$ cat config.mk
export PLATFORM = sky130hd
export DESIGN_NAME = round_trip_time_statistics_core
export DESIGN_NICKNAME = d
export VERILOG_FILES = /design/src/rtl/rtts_pkg.sv /design/src/rtl/round_trip_time_statistics_core.sv /design/src/rtl/rtts_div.sv /design/src/rtl/rtts_sqrt.sv /design/src/rtl/rtts_datapath.sv /design/src/rtl/rtts_ctrl.sv
export SDC_FILE = /design/constraint.sdc
export NUM_CORES = 2
export LEC_CHECK = 0
export BUFFER_PORTS_ARGS = -buffer_cell sky130_fd_sc_hd__buf_4
export CORE_MARGIN = 1
export CORE_UTILIZATION = 46
export CTS_CLUSTER_DIAMETER = 200
export DETAILED_ROUTE_END_ITERATION = 10
export PLACE_DENSITY = 0.69
export SETUP_SLACK_MARGIN = 0.05
export SYNTH_ARGS = -nofsm -noshare
export SYNTH_HDL_FRONTEND = slang
export SYNTH_SLANG_ARGS = --single-unit
export TNS_END_PERCENT = 20
$ cat constraint.sdc
create_clock -name clk_i -period 20.4 [get_ports clk_i]
set_input_delay 1.02 -clock clk_i [delete_from_list [all_inputs] [get_ports clk_i]]
set_output_delay 1.02 -clock clk_i [all_outputs]
set_load 0.02 [all_outputs]
$ cat src/rtl/rtts_pkg.sv
// Shared types, widths and command/status structs for the round-trip time statistics block.
package rtts_pkg;

  localparam int TIME_BITS  = 20;
  localparam int COUNT_BITS = 16;
  localparam int OP_BITS    = 2;
  localparam int LOSS_BITS  = 7;
  localparam int LOSS_SCALE = 100;

  localparam int SUM_W  = TIME_BITS + COUNT_BITS;       // running sum
  localparam int SQ_W   = 2 * TIME_BITS;                // one squared time
  localparam int SQS_W  = 2 * TIME_BITS + COUNT_BITS;   // running sum of squares
  localparam int PROD_W = 2 * SUM_W;                    // n*S2 and S1^2
  localparam int ROOT_W = SUM_W;                        // isqrt of PROD_W bits
  localparam int DVD_W  = SUM_W;                        // shared divider dividend
  localparam int LNUM_W = COUNT_BITS + LOSS_BITS;       // 100*(sent-received)
  localparam int STEP_W = $clog2(SUM_W + 1);

  typedef enum logic [OP_BITS-1:0] {
    OP_SENT   = 2'd0,
    OP_REPLY  = 2'd1,
    OP_REPORT = 2'd2
  } op_e;

  typedef enum logic [3:0] {
    S_IDLE,
    S_LOSS,
    S_AVG,
    S_MULA,
    S_MULB,
    S_SUB,
    S_SQRT,
    S_SD,
    S_OUT
  } state_e;

  typedef enum logic [1:0] {
    DIV_LOSS,
    DIV_AVG,
    DIV_SD
  } div_sel_e;

  typedef enum logic {
    MUL_A,
    MUL_B
  } mul_sel_e;

  typedef enum logic [2:0] {
    ST_NONE,
    ST_LOSS,
    ST_AVG,
    ST_MULA,
    ST_MULB,
    ST_SD
  } store_e;

  typedef struct packed {
    logic [OP_BITS-1:0]   operation;
    logic [TIME_BITS-1:0] rtt_us;
  } in_t;

  typedef struct packed {
    logic [COUNT_BITS-1:0] sent_total;
    logic [COUNT_BITS-1:0] received_total;
    logic [LOSS_BITS-1:0]  loss_percent;
    logic                  rtt_valid;
    logic [TIME_BITS-1:0]  min_rtt_us;
    logic [TIME_BITS-1:0]  avg_rtt_us;
    logic [TIME_BITS-1:0]  max_rtt_us;
    logic [TIME_BITS-1:0]  stddev_rtt_us;
  } out_t;

  typedef struct packed {
    logic     upd_sent;
    logic     upd_reply;
    logic     clear_res;
    logic     div_start;
    div_sel_e div_sel;
    logic     mul_start;
    mul_sel_e mul_sel;
    logic     sqrt_start;
    store_e   store;
    logic     out_load;
  } cmd_t;

  typedef struct packed {
    logic is_sent;
    logic is_reply;
    logic is_report;
    logic rtt_valid;
    logic multi;
    logic div_done;
    logic mul_done;
    logic sqrt_done;
    logic diff_neg;
    logic out_free;
  } sts_t;

endpackage

$ cat src/rtl/round_trip_time_statistics_core.sv
// Top level of the round-trip time statistics block.
//
// Input channel (in_valid_i / in_stall_o / in_data_i): one transfer per event.
//   operation sent counts a transmitted packet, reply adds rtt_us to the
//   received count, sum, sum of squares, minimum and maximum; report asks for
//   one result. The unused operation code is dropped with no effect.
// Output channel (out_valid_o / out_stall_i / out_data_o): one transfer per
//   report, from an output register; it holds its payload while stalled.
// Sent and reply events update the statistics when taken and do not stall the
//   input. A report runs on the sequencer: shared restoring divider (used for
//   loss, mean and deviation), shift-add multiplier (n*S2, then S1^2) and a
//   bit-serial square root. With no replies only the loss is computed, with
//   one the mean as well, with two or more also the deviation. The input
//   stalls for the whole report, and a new event is taken in the cycle after
//   the result enters the output register, even while it still waits on a
//   stalled receiver; a finished report waits only if the previous result is
//   still held.
// Reset clears the counters and sums, sets the minimum to all ones and the
//   maximum to zero, and empties the output register.
module round_trip_time_statistics_core (
  input  logic            clk_i,
  input  logic            rst_ni,
  input  logic            in_valid_i,
  output logic            in_stall_o,
  input  rtts_pkg::in_t   in_data_i,
  output logic            out_valid_o,
  input  logic            out_stall_i,
  output rtts_pkg::out_t  out_data_o
);
  import rtts_pkg::*;

  cmd_t cmd;   // sequencer commands to the datapath
  sts_t sts;   // datapath status back to the sequencer

  rtts_ctrl u_ctrl (
    .clk_i      (clk_i),
    .rst_ni     (rst_ni),
    .in_valid_i (in_valid_i),
    .sts_i      (sts),
    .cmd_o      (cmd),
    .in_stall_o (in_stall_o)
  );

  rtts_datapath u_datapath (
    .clk_i       (clk_i),
    .rst_ni      (rst_ni),
    .in_data_i   (in_data_i),
    .out_stall_i (out_stall_i),
    .cmd_i       (cmd),
    .sts_o       (sts),
    .out_valid_o (out_valid_o),
    .out_data_o  (out_data_o)
  );

endmodule

$ cat src/rtl/rtts_div.sv
// Restoring divider, one quotient bit per cycle.
module rtts_div (
  input  logic                            clk_i,
  input  logic                            rst_ni,
  input  logic                            start_i,
  input  logic [rtts_pkg::DVD_W-1:0]      dividend_i,
  input  logic [rtts_pkg::COUNT_BITS-1:0] divisor_i,
  output logic                            done_o,
  output logic [rtts_pkg::DVD_W-1:0]      quot_o
);
  import rtts_pkg::*;

  logic [DVD_W-1:0]      quo_q, quo_d;
  logic [COUNT_BITS-1:0] rem_q, rem_d;
  logic [COUNT_BITS-1:0] dvs_q, dvs_d;
  logic [STEP_W-1:0]     cnt_q, cnt_d;
  logic                  busy_q, busy_d;
  logic                  done_q, done_d;
  logic [COUNT_BITS:0]   shifted;
  logic [COUNT_BITS:0]   trial;
  logic                  fits;

  always_comb begin
    shifted = {rem_q, quo_q[DVD_W-1]};
    trial   = shifted - {1'b0, dvs_q};
    fits    = (shifted >= {1'b0, dvs_q});
    quo_d   = quo_q;
    rem_d   = rem_q;
    dvs_d   = dvs_q;
    cnt_d   = cnt_q;
    busy_d  = busy_q;
    done_d  = 1'b0;
    if (start_i) begin
      quo_d  = dividend_i;
      rem_d  = '0;
      dvs_d  = divisor_i;
      cnt_d  = STEP_W'(DVD_W);
      busy_d = 1'b1;
    end else if (busy_q) begin
      quo_d = {quo_q[DVD_W-2:0], fits};
      rem_d = fits ? trial[COUNT_BITS-1:0] : shifted[COUNT_BITS-1:0];
      cnt_d = cnt_q - STEP_W'(1);
      if (cnt_q == STEP_W'(1)) begin
        busy_d = 1'b0;
        done_d = 1'b1;
      end
    end
  end

  always_ff @(posedge clk_i or negedge rst_ni) begin
    if (!rst_ni) begin
      cnt_q  <= '0;
      busy_q <= 1'b0;
      done_q <= 1'b0;
    end else begin
      cnt_q  <= cnt_d;
      busy_q <= busy_d;
      done_q <= done_d;
    end
  end

  always_ff @(posedge clk_i) begin
    quo_q <= quo_d;
    rem_q <= rem_d;
    dvs_q <= dvs_d;
  end

  assign done_o = done_q;
  assign quot_o = quo_q;

endmodule

$ cat src/rtl/rtts_sqrt.sv
// Digit-by-digit integer square root, one root bit per cycle.
module rtts_sqrt (
  input  logic                         clk_i,
  input  logic                         rst_ni,
  input  logic                         start_i,
  input  logic [rtts_pkg::PROD_W-1:0]  radicand_i,
  output logic                         done_o,
  output logic [rtts_pkg::ROOT_W-1:0]  root_o
);
  import rtts_pkg::*;

  logic [PROD_W-1:0]   rad_q, rad_d;
  logic [ROOT_W-1:0]   root_q, root_d;
  logic [ROOT_W+1:0]   rem_q, rem_d;
  logic [STEP_W-1:0]   cnt_q, cnt_d;
  logic                busy_q, busy_d;
  logic                done_q, done_d;
  logic [ROOT_W+3:0]   rem_sh;
  logic [ROOT_W+3:0]   trial;
  logic [ROOT_W+3:0]   rem_sub;
  logic                fits;

  always_comb begin
    rem_sh  = {rem_q, rad_q[PROD_W-1 -: 2]};
    trial   = {2'b00, root_q, 2'b01};
    rem_sub = rem_sh - trial;
    fits    = (rem_sh >= trial);
    rad_d   = rad_q;
    root_d  = root_q;
    rem_d   = rem_q;
    cnt_d   = cnt_q;
    busy_d  = busy_q;
    done_d  = 1'b0;
    if (start_i) begin
      rad_d  = radicand_i;
      root_d = '0;
      rem_d  = '0;
      cnt_d  = STEP_W'(ROOT_W);
      busy_d = 1'b1;
    end else if (busy_q) begin
      rad_d  = {rad_q[PROD_W-3:0], 2'b00};
      root_d = {root_q[ROOT_W-2:0], fits};
      rem_d  = fits ? rem_sub[ROOT_W+1:0] : rem_sh[ROOT_W+1:0];
      cnt_d  = cnt_q - STEP_W'(1);
      if (cnt_q == STEP_W'(1)) begin
        busy_d = 1'b0;
        done_d = 1'b1;
      end
    end
  end

  always_ff @(posedge clk_i or negedge rst_ni) begin
    if (!rst_ni) begin
      cnt_q  <= '0;
      busy_q <= 1'b0;
      done_q <= 1'b0;
    end else begin
      cnt_q  <= cnt_d;
      busy_q <= busy_d;
      done_q <= done_d;
    end
  end

  always_ff @(posedge clk_i) begin
    rad_q  <= rad_d;
    root_q <= root_d;
    rem_q  <= rem_d;
  end

  assign done_o = done_q;
  assign root_o = root_q;

endmodule

$ cat src/rtl/rtts_datapath.sv
// Statistics registers, shift-add multiplier, shared divider, square root and output register.
module rtts_datapath (
  input  logic            clk_i,
  input  logic            rst_ni,
  input  rtts_pkg::in_t   in_data_i,
  input  logic            out_stall_i,
  input  rtts_pkg::cmd_t  cmd_i,
  output rtts_pkg::sts_t  sts_o,
  output logic            out_valid_o,
  output rtts_pkg::out_t  out_data_o
);
  import rtts_pkg::*;

  // running statistics
  logic [COUNT_BITS-1:0] sent_q, sent_d;
  logic [COUNT_BITS-1:0] recv_q, recv_d;
  logic [SUM_W-1:0]      sum_q, sum_d;
  logic [SQS_W-1:0]      sqs_q, sqs_d;
  logic [TIME_BITS-1:0]  min_q, min_d;
  logic [TIME_BITS-1:0]  max_q, max_d;
  logic [SQ_W-1:0]       rtt_sq;

  // report scratch
  logic [PROD_W-1:0]     a_q, b_q;
  logic [PROD_W:0]       diff_w;
  logic [LOSS_BITS-1:0]  loss_q;
  logic [TIME_BITS-1:0]  avg_q, sd_q;
  logic [COUNT_BITS-1:0] cnt_diff;
  logic [LNUM_W-1:0]     lnum;
  logic                  loss_zero;
  logic                  rtt_valid;

  // multiplier
  logic [PROD_W-1:0]     mul_acc_q, mul_acc_d;
  logic [PROD_W-1:0]     mul_mc_q, mul_mc_d;
  logic [SUM_W-1:0]      mul_mp_q, mul_mp_d;
  logic [STEP_W-1:0]     mul_cnt_q, mul_cnt_d;
  logic                  mul_busy_q, mul_busy_d;
  logic                  mul_done_q, mul_done_d;

  // divider and root
  logic [DVD_W-1:0]      div_dvd;
  logic [COUNT_BITS-1:0] div_dvs;
  logic [DVD_W-1:0]      div_quot;
  logic                  div_done;
  logic [ROOT_W-1:0]     root;
  logic                  sqrt_done;

  // output register
  logic                  out_valid_q, out_valid_d;
  out_t                  out_q;

  assign rtt_sq = SQ_W'(in_data_i.rtt_us) * SQ_W'(in_data_i.rtt_us);

  always_comb begin
    sent_d = sent_q;
    recv_d = recv_q;
    sum_d  = sum_q;
    sqs_d  = sqs_q;
    min_d  = min_q;
    max_d  = max_q;
    if (cmd_i.upd_sent && (sent_q != '1)) begin
      sent_d = sent_q + COUNT_BITS'(1);
    end
    if (cmd_i.upd_reply) begin
      // a full count freezes the sums so mean and deviation stay consistent
      if (recv_q != '1) begin
        recv_d = recv_q + COUNT_BITS'(1);
        sum_d  = sum_q + SUM_W'(in_data_i.rtt_us);
        sqs_d  = sqs_q + SQS_W'(rtt_sq);
      end
      if (in_data_i.rtt_us < min_q) min_d = in_data_i.rtt_us;
      if (in_data_i.rtt_us > max_q) max_d = in_data_i.rtt_us;
    end
  end

  always_ff @(posedge clk_i or negedge rst_ni) begin
    if (!rst_ni) begin
      sent_q <= '0;
      recv_q <= '0;
      sum_q  <= '0;
      sqs_q  <= '0;
      min_q  <= '1;
      max_q  <= '0;
    end else begin
      sent_q <= sent_d;
      recv_q <= recv_d;
      sum_q  <= sum_d;
      sqs_q  <= sqs_d;
      min_q  <= min_d;
      max_q  <= max_d;
    end
  end

  // loss numerator; discarded when nothing is lost or nothing was sent
  assign cnt_diff  = sent_q - recv_q;
  assign lnum      = LNUM_W'(cnt_diff) * LNUM_W'(LOSS_SCALE);
  assign loss_zero = (recv_q >= sent_q);
  assign rtt_valid = (recv_q != '0);
  assign diff_w    = {1'b0, a_q} - {1'b0, b_q};

  always_comb begin
    case (cmd_i.div_sel)
      DIV_LOSS: begin
        div_dvd = DVD_W'(lnum);
        div_dvs = sent_q;
      end
      DIV_AVG: begin
        div_dvd = sum_q;
        div_dvs = recv_q;
      end
      DIV_SD: begin
        div_dvd = DVD_W'(root);
        div_dvs = recv_q;
      end
      default: begin
        div_dvd = '0;
        div_dvs = recv_q;
      end
    endcase
  end

  rtts_div u_div (
    .clk_i      (clk_i),
    .rst_ni     (rst_ni),
    .start_i    (cmd_i.div_start),
    .dividend_i (div_dvd),
    .divisor_i  (div_dvs),
    .done_o     (div_done),
    .quot_o     (div_quot)
  );

  rtts_sqrt u_sqrt (
    .clk_i      (clk_i),
    .rst_ni     (rst_ni),
    .start_i    (cmd_i.sqrt_start),
    .radicand_i (diff_w[PROD_W-1:0]),
    .done_o     (sqrt_done),
    .root_o     (root)
  );

  // shift-add multiplier, one multiplier bit per cycle
  always_comb begin
    mul_acc_d  = mul_acc_q;
    mul_mc_d   = mul_mc_q;
    mul_mp_d   = mul_mp_q;
    mul_cnt_d  = mul_cnt_q;
    mul_busy_d = mul_busy_q;
    mul_done_d = 1'b0;
    if (cmd_i.mul_start) begin
      mul_acc_d  = '0;
      mul_busy_d = 1'b1;
      if (cmd_i.mul_sel == MUL_A) begin
        mul_mc_d  = PROD_W'(sqs_q);
        mul_mp_d  = SUM_W'(recv_q);
        mul_cnt_d = STEP_W'(COUNT_BITS);
      end else begin
        mul_mc_d  = PROD_W'(sum_q);
        mul_mp_d  = sum_q;
        mul_cnt_d = STEP_W'(SUM_W);
      end
    end else if (mul_busy_q) begin
      mul_acc_d = mul_acc_q + (mul_mp_q[0] ? mul_mc_q : '0);
      mul_mc_d  = {mul_mc_q[PROD_W-2:0], 1'b0};
      mul_mp_d  = {1'b0, mul_mp_q[SUM_W-1:1]};
      mul_cnt_d = mul_cnt_q - STEP_W'(1);
      if (mul_cnt_q == STEP_W'(1)) begin
        mul_busy_d = 1'b0;
        mul_done_d = 1'b1;
      end
    end
  end

  always_ff @(posedge clk_i or negedge rst_ni) begin
    if (!rst_ni) begin
      mul_cnt_q  <= '0;
      mul_busy_q <= 1'b0;
      mul_done_q <= 1'b0;
    end else begin
      mul_cnt_q  <= mul_cnt_d;
      mul_busy_q <= mul_busy_d;
      mul_done_q <= mul_done_d;
    end
  end

  always_ff @(posedge clk_i) begin
    mul_acc_q <= mul_acc_d;
    mul_mc_q  <= mul_mc_d;
    mul_mp_q  <= mul_mp_d;
  end

  // report results
  always_ff @(posedge clk_i) begin
    if (cmd_i.clear_res) begin
      loss_q <= '0;
      avg_q  <= '0;
      sd_q   <= '0;
    end else begin
      case (cmd_i.store)
        ST_LOSS: loss_q <= loss_zero ? '0 : div_quot[LOSS_BITS-1:0];
        ST_AVG:  avg_q  <= div_quot[TIME_BITS-1:0];
        ST_MULA: a_q    <= mul_acc_q;
        ST_MULB: b_q    <= mul_acc_q;
        ST_SD:   sd_q   <= div_quot[TIME_BITS-1:0];
        default: ;
      endcase
    end
  end

  // output register
  always_comb begin
    out_valid_d = out_valid_q;
    if (cmd_i.out_load) begin
      out_valid_d = 1'b1;
    end else if (out_valid_q && !out_stall_i) begin
      out_valid_d = 1'b0;
    end
  end

  always_ff @(posedge clk_i or negedge rst_ni) begin
    if (!rst_ni) begin
      out_valid_q <= 1'b0;
    end else begin
      out_valid_q <= out_valid_d;
    end
  end

  always_ff @(posedge clk_i) begin
    if (cmd_i.out_load) begin
      out_q.sent_total     <= sent_q;
      out_q.received_total <= recv_q;
      out_q.loss_percent   <= loss_q;
      out_q.rtt_valid      <= rtt_valid;
      out_q.min_rtt_us     <= rtt_valid ? min_q : '0;
      out_q.avg_rtt_us     <= avg_q;
      out_q.max_rtt_us     <= rtt_valid ? max_q : '0;
      out_q.stddev_rtt_us  <= sd_q;
    end
  end

  assign out_valid_o = out_valid_q;
  assign out_data_o  = out_q;

  always_comb begin
    sts_o           = '0;
    sts_o.is_sent   = (in_data_i.operation == OP_SENT);
    sts_o.is_reply  = (in_data_i.operation == OP_REPLY);
    sts_o.is_report = (in_data_i.operation == OP_REPORT);
    sts_o.rtt_valid = rtt_valid;
    sts_o.multi     = (recv_q > COUNT_BITS'(1));
    sts_o.div_done  = div_done;
    sts_o.mul_done  = mul_done_q;
    sts_o.sqrt_done = sqrt_done;
    sts_o.diff_neg  = diff_w[PROD_W];
    sts_o.out_free  = !out_valid_q || !out_stall_i;
  end

endmodule

$ cat src/rtl/rtts_ctrl.sv
// Sequencer for event updates and the multi-step report computation.
module rtts_ctrl (
  input  logic            clk_i,
  input  logic            rst_ni,
  input  logic            in_valid_i,
  input  rtts_pkg::sts_t  sts_i,
  output rtts_pkg::cmd_t  cmd_o,
  output logic            in_stall_o
);
  import rtts_pkg::*;

  state_e state_q, state_d;
  logic   accept;

  assign accept = in_valid_i && (state_q == S_IDLE);

  always_comb begin
    state_d = state_q;
    unique case (state_q)
      S_IDLE: if (accept && sts_i.is_report) state_d = S_LOSS;
      S_LOSS: if (sts_i.div_done) state_d = sts_i.rtt_valid ? S_AVG : S_OUT;
      S_AVG:  if (sts_i.div_done) state_d = sts_i.multi ? S_MULA : S_OUT;
      S_MULA: if (sts_i.mul_done) state_d = S_MULB;
      S_MULB: if (sts_i.mul_done) state_d = S_SUB;
      S_SUB:  state_d = sts_i.diff_neg ? S_OUT : S_SQRT;
      S_SQRT: if (sts_i.sqrt_done) state_d = S_SD;
      S_SD:   if (sts_i.div_done) state_d = S_OUT;
      S_OUT:  if (sts_i.out_free) state_d = S_IDLE;
      default: state_d = S_IDLE;
    endcase
  end

  always_comb begin
    cmd_o         = '0;
    cmd_o.div_sel = DIV_LOSS;
    cmd_o.mul_sel = MUL_A;
    cmd_o.store   = ST_NONE;
    unique case (state_q)
      S_IDLE: begin
        if (accept) begin
          cmd_o.upd_sent  = sts_i.is_sent;
          cmd_o.upd_reply = sts_i.is_reply;
          cmd_o.clear_res = sts_i.is_report;
          cmd_o.div_start = sts_i.is_report;
        end
      end
      S_LOSS: begin
        if (sts_i.div_done) begin
          cmd_o.store     = ST_LOSS;
          cmd_o.div_start = sts_i.rtt_valid;
          cmd_o.div_sel   = DIV_AVG;
        end
      end
      S_AVG: begin
        if (sts_i.div_done) begin
          cmd_o.store     = ST_AVG;
          cmd_o.mul_start = sts_i.multi;
        end
      end
      S_MULA: begin
        if (sts_i.mul_done) begin
          cmd_o.store     = ST_MULA;
          cmd_o.mul_start = 1'b1;
          cmd_o.mul_sel   = MUL_B;
        end
      end
      S_MULB: begin
        if (sts_i.mul_done) cmd_o.store = ST_MULB;
      end
      S_SUB: begin
        cmd_o.sqrt_start = !sts_i.diff_neg;
      end
      S_SQRT: begin
        if (sts_i.sqrt_done) begin
          cmd_o.div_start = 1'b1;
          cmd_o.div_sel   = DIV_SD;
        end
      end
      S_SD: begin
        if (sts_i.div_done) cmd_o.store = ST_SD;
      end
      S_OUT: begin
        cmd_o.out_load = sts_i.out_free;
      end
      default: ;
    endcase
  end

  always_ff @(posedge clk_i or negedge rst_ni) begin
    if (!rst_ni) begin
      state_q <= S_IDLE;
    end else begin
      state_q <= state_d;
    end
  end

  assign in_stall_o = (state_q != S_IDLE);

endmodule

==> impl_metrics.ini <==
[run_status]
failed_checks = DRC
status = finished with violations

[placement]
place_congestion = 0.911
place_inst = 8113
hpwl_um = 121000
portBuffers = 147

[logic_synthesis]
synth_ff_type = edfxtp_1
syn-cell-area_um2 = 62600
syn_nets = 7249
synthArstFlopShare = 0.215
seq_area_frac_synth = 0.382
syn_avg_cell_area_um2 = 9.79
synth-edff-count = 496
synth_cell_types = 82
syn_inst = 6398
synth-seq-cells = 898
ys_warn_count = 0

[sta]
fin_crit_sh = 0.401
hold_viol_final = 0
max_slew.worst_pin.slew_ns = 1.18
max_slew_margin = 0.208
rsz0062_at_grt = false
fin_skew_ns = 0.0388
period_minus_slack_ns = 8.19
final-max-slew-violation-count = 0
fin_setup_tns_ns = 0
setup_viol_count_final = 0
fmax_mhz = 122

[drt]
routed-wl-met3_um = 10000
drt-total-wl_um = 162000
dr.max_layer_used = met5
vias = 46400
viasPerCell = 5.59
met1_length_um = 74500
drc = 4
wl_per_cell_um = 19.5
wl_met2_um = 73200
first_pass_iters = 8
drtIter0Drc = 3748
final_antenna_net_count = 0

[clocking]
clk_latency_ns = 0.73
cts_made_buffers = 96
cts_resized = 0
postCtsSetupBuffers = 0
clk_pin_slew_worst_paths_ns = 0.07
cts_max_path_buffers = 3
cts.hold.buffers_added = 0
clkSinkCount = 898
cts_tree = yes
cts_max_level = 3
root_buffer = clkbuf_16

[layout]
utilization = 0.508
syn2layout_area_growth_pct = 9.84
stdcell_count = 8296
layout-drive-gt1-share = 0.0771
finalNetCount = 7281

[floorplanning]
rows = 135
initial_core_util = 0.463
io_pins = 148
die_height_um = 371
core-area_um2 = 135000
die_w_um = 371
die_area_um2 = 138000

[setup_path]
timing.rr.end = u_datapath.sqs_q[52]
reg2reg_slack_ns = 13.34
worstPathMaxFanout = 19
path_buf_inv = 6
timing.rr.start = u_datapath.sqs_q[12]
cp-start-kind = input pin
critPathSlowestCell = fa_1
max_stage_delay_ns = 0.54
crit_type = input pin to flop
cp.required_ns = 21.00
cp-end-kind = flop
r2r_cells = 23
crit_top_cell = fa_1
arrival_ns = 8.79
crit_family = adder cells

[global_route]
grt_max_degree = 94
grt_pass1_vias = 45600
overflow = 0
grt_pass1_wl_um = 255000
grt_usage = 0.234
antenna_found_initial = 2

[run]
maxCapViolCount = 0

[hold_path]
hold_class = input pin to async pin
## final cells by class
class,count,area (um2)
Clock inverter,49,579
Tap cell,1781,2230
Sequential cell,898,23900
Multi-Input combinational cell,4439,34800
Timing Repair Buffer,190,1430
Antenna cell,1,2.50
Fill cell,12100,66500
Clock buffer,133,2800
Inverter,805,3030
## how the worst max path moves through the flow
stage / slack [ns] / start / depth (start not counted) / end
6_report: 12.21 / in_data_i[12] / 26 / u_datapath.sqs_q[49]
3_5_place_dp: 11.48 / in_data_i[12] / 26 / u_datapath.sqs_q[49]
3_3_place_gp: 11.55 / in_data_i[12] / 26 / u_datapath.sqs_q[55]
2_1_floorplan: 12.39 / in_data_i[15] / 27 / u_datapath.sqs_q[49]
4_1_cts: 12.25 / in_data_i[12] / 26 / u_datapath.sqs_q[49]
5_1_grt: 11.83 / in_data_i[12] / 26 / u_datapath.sqs_q[47]
## cells by family after synthesis
logic type               after synthesis  share of synthesized area
AO/OA/AOI/OAI                       1322                      0.135
XOR/XNOR                             322                     0.0450
adder cells (fa/ha/maj)              825                      0.206
buffers and inverters               1061                     0.0641
flip-flops                           898                      0.382
multiplexers                         228                     0.0383
AND/OR/NAND/NOR                     1742                      0.130
## stage by stage
step | area (um2) | hold WS, ns | worst slack [ns]
final | 68800 | 0.279 | 12.21
after floorplan | 62600 | 0.408 | 12.39
after global routing | 68800 | 0.282 | 11.83
after detailed placement | 65400 | 0.413 | 11.48
after global placement | 65400 | 0.414 | 11.55
after CTS | 68800 | 0.253 | 12.25
## sequential cells by signal, indices dropped and copies added, names as in the netlist, 36 cells and up
name	cells
u_datapath.a_q	72
u_datapath.u_sqrt.root_o	36
u_datapath.sum_q	36
u_datapath.u_sqrt.rad_q	72
u_datapath.mul_mp_q	36
u_datapath.u_div.quot_o	36
u_datapath.out_data_o	120
u_datapath.sqs_q	56
u_datapath.b_q	72
u_datapath.mul_mc_q	72
u_datapath.mul_acc_q	72
u_datapath.u_sqrt.rem_q	38
## layer usage
metal / vias to the layer above / global-route usage
li1: 22000 / -
met3: 244 / 0.0342
met1: 22800 / 0.334
met4: 2 / 0.0639
met2: 1305 / 0.370
met5: - / 0
## synth_stat cells (186+ instances only)
| cell type | n | area (um2) |
|---|---|---|
| o21ai_0 | 264 | 1320 |
| a21oi_1 | 410 | 2050 |
| xnor2_1 | 213 | 1870 |
| ha_1 | 486 | 6080 |
| a21o_1 | 186 | 1400 |
| edfxtp_1 | 496 | 14900 |
| clkbuf_1 | 226 | 848 |
| fa_1 | 339 | 6790 |
| dfxtp_1 | 209 | 4180 |
| inv_1 | 801 | 3010 |
| nor2_1 | 420 | 1580 |
| nand2_1 | 638 | 2390 |
## cell usage in the layout, fill, tap and decap left out, types with 101 or more instances in the layout
| master | netlist | routed |
|---|---|---|
| inv_1 | 801 | 799 |
| nand2_1 | 638 | 638 |
| edfxtp_1 | 496 | 496 |
| ha_1 | 486 | 486 |
| nor2_1 | 420 | 416 |
| a21oi_1 | 410 | 408 |
| fa_1 | 339 | 339 |
| o21ai_0 | 264 | 263 |
| xnor2_1 | 213 | 213 |
| dfxtp_1 | 209 | 209 |
| buf_4 | 2 | 189 |
| a21o_1 | 186 | 185 |
| and2_1 | 180 | 180 |
| dfrtp_1 | 173 | 171 |
| mux2i_1 | 137 | 137 |
| xor2_1 | 109 | 109 |
| clkbuf_16 | 0 | 101 |
## worst register-to-register path: cells and delay by family, from the launching register on
| family | cells | cell delay [ns] |
|---|---|---|
| fa+ha+maj | 7 | 3.41 |
| simple gates | 4 | 0.99 |
| flops | 1 | 0.43 |
| buf+inv | 6 | 0.29 |
| xor+xnor | 1 | 0.18 |
| compound gates | 5 | 1.71 |
Power is not shown: default switching activity piles up to over one toggle a cycle in this logic, so the estimate is an artifact.
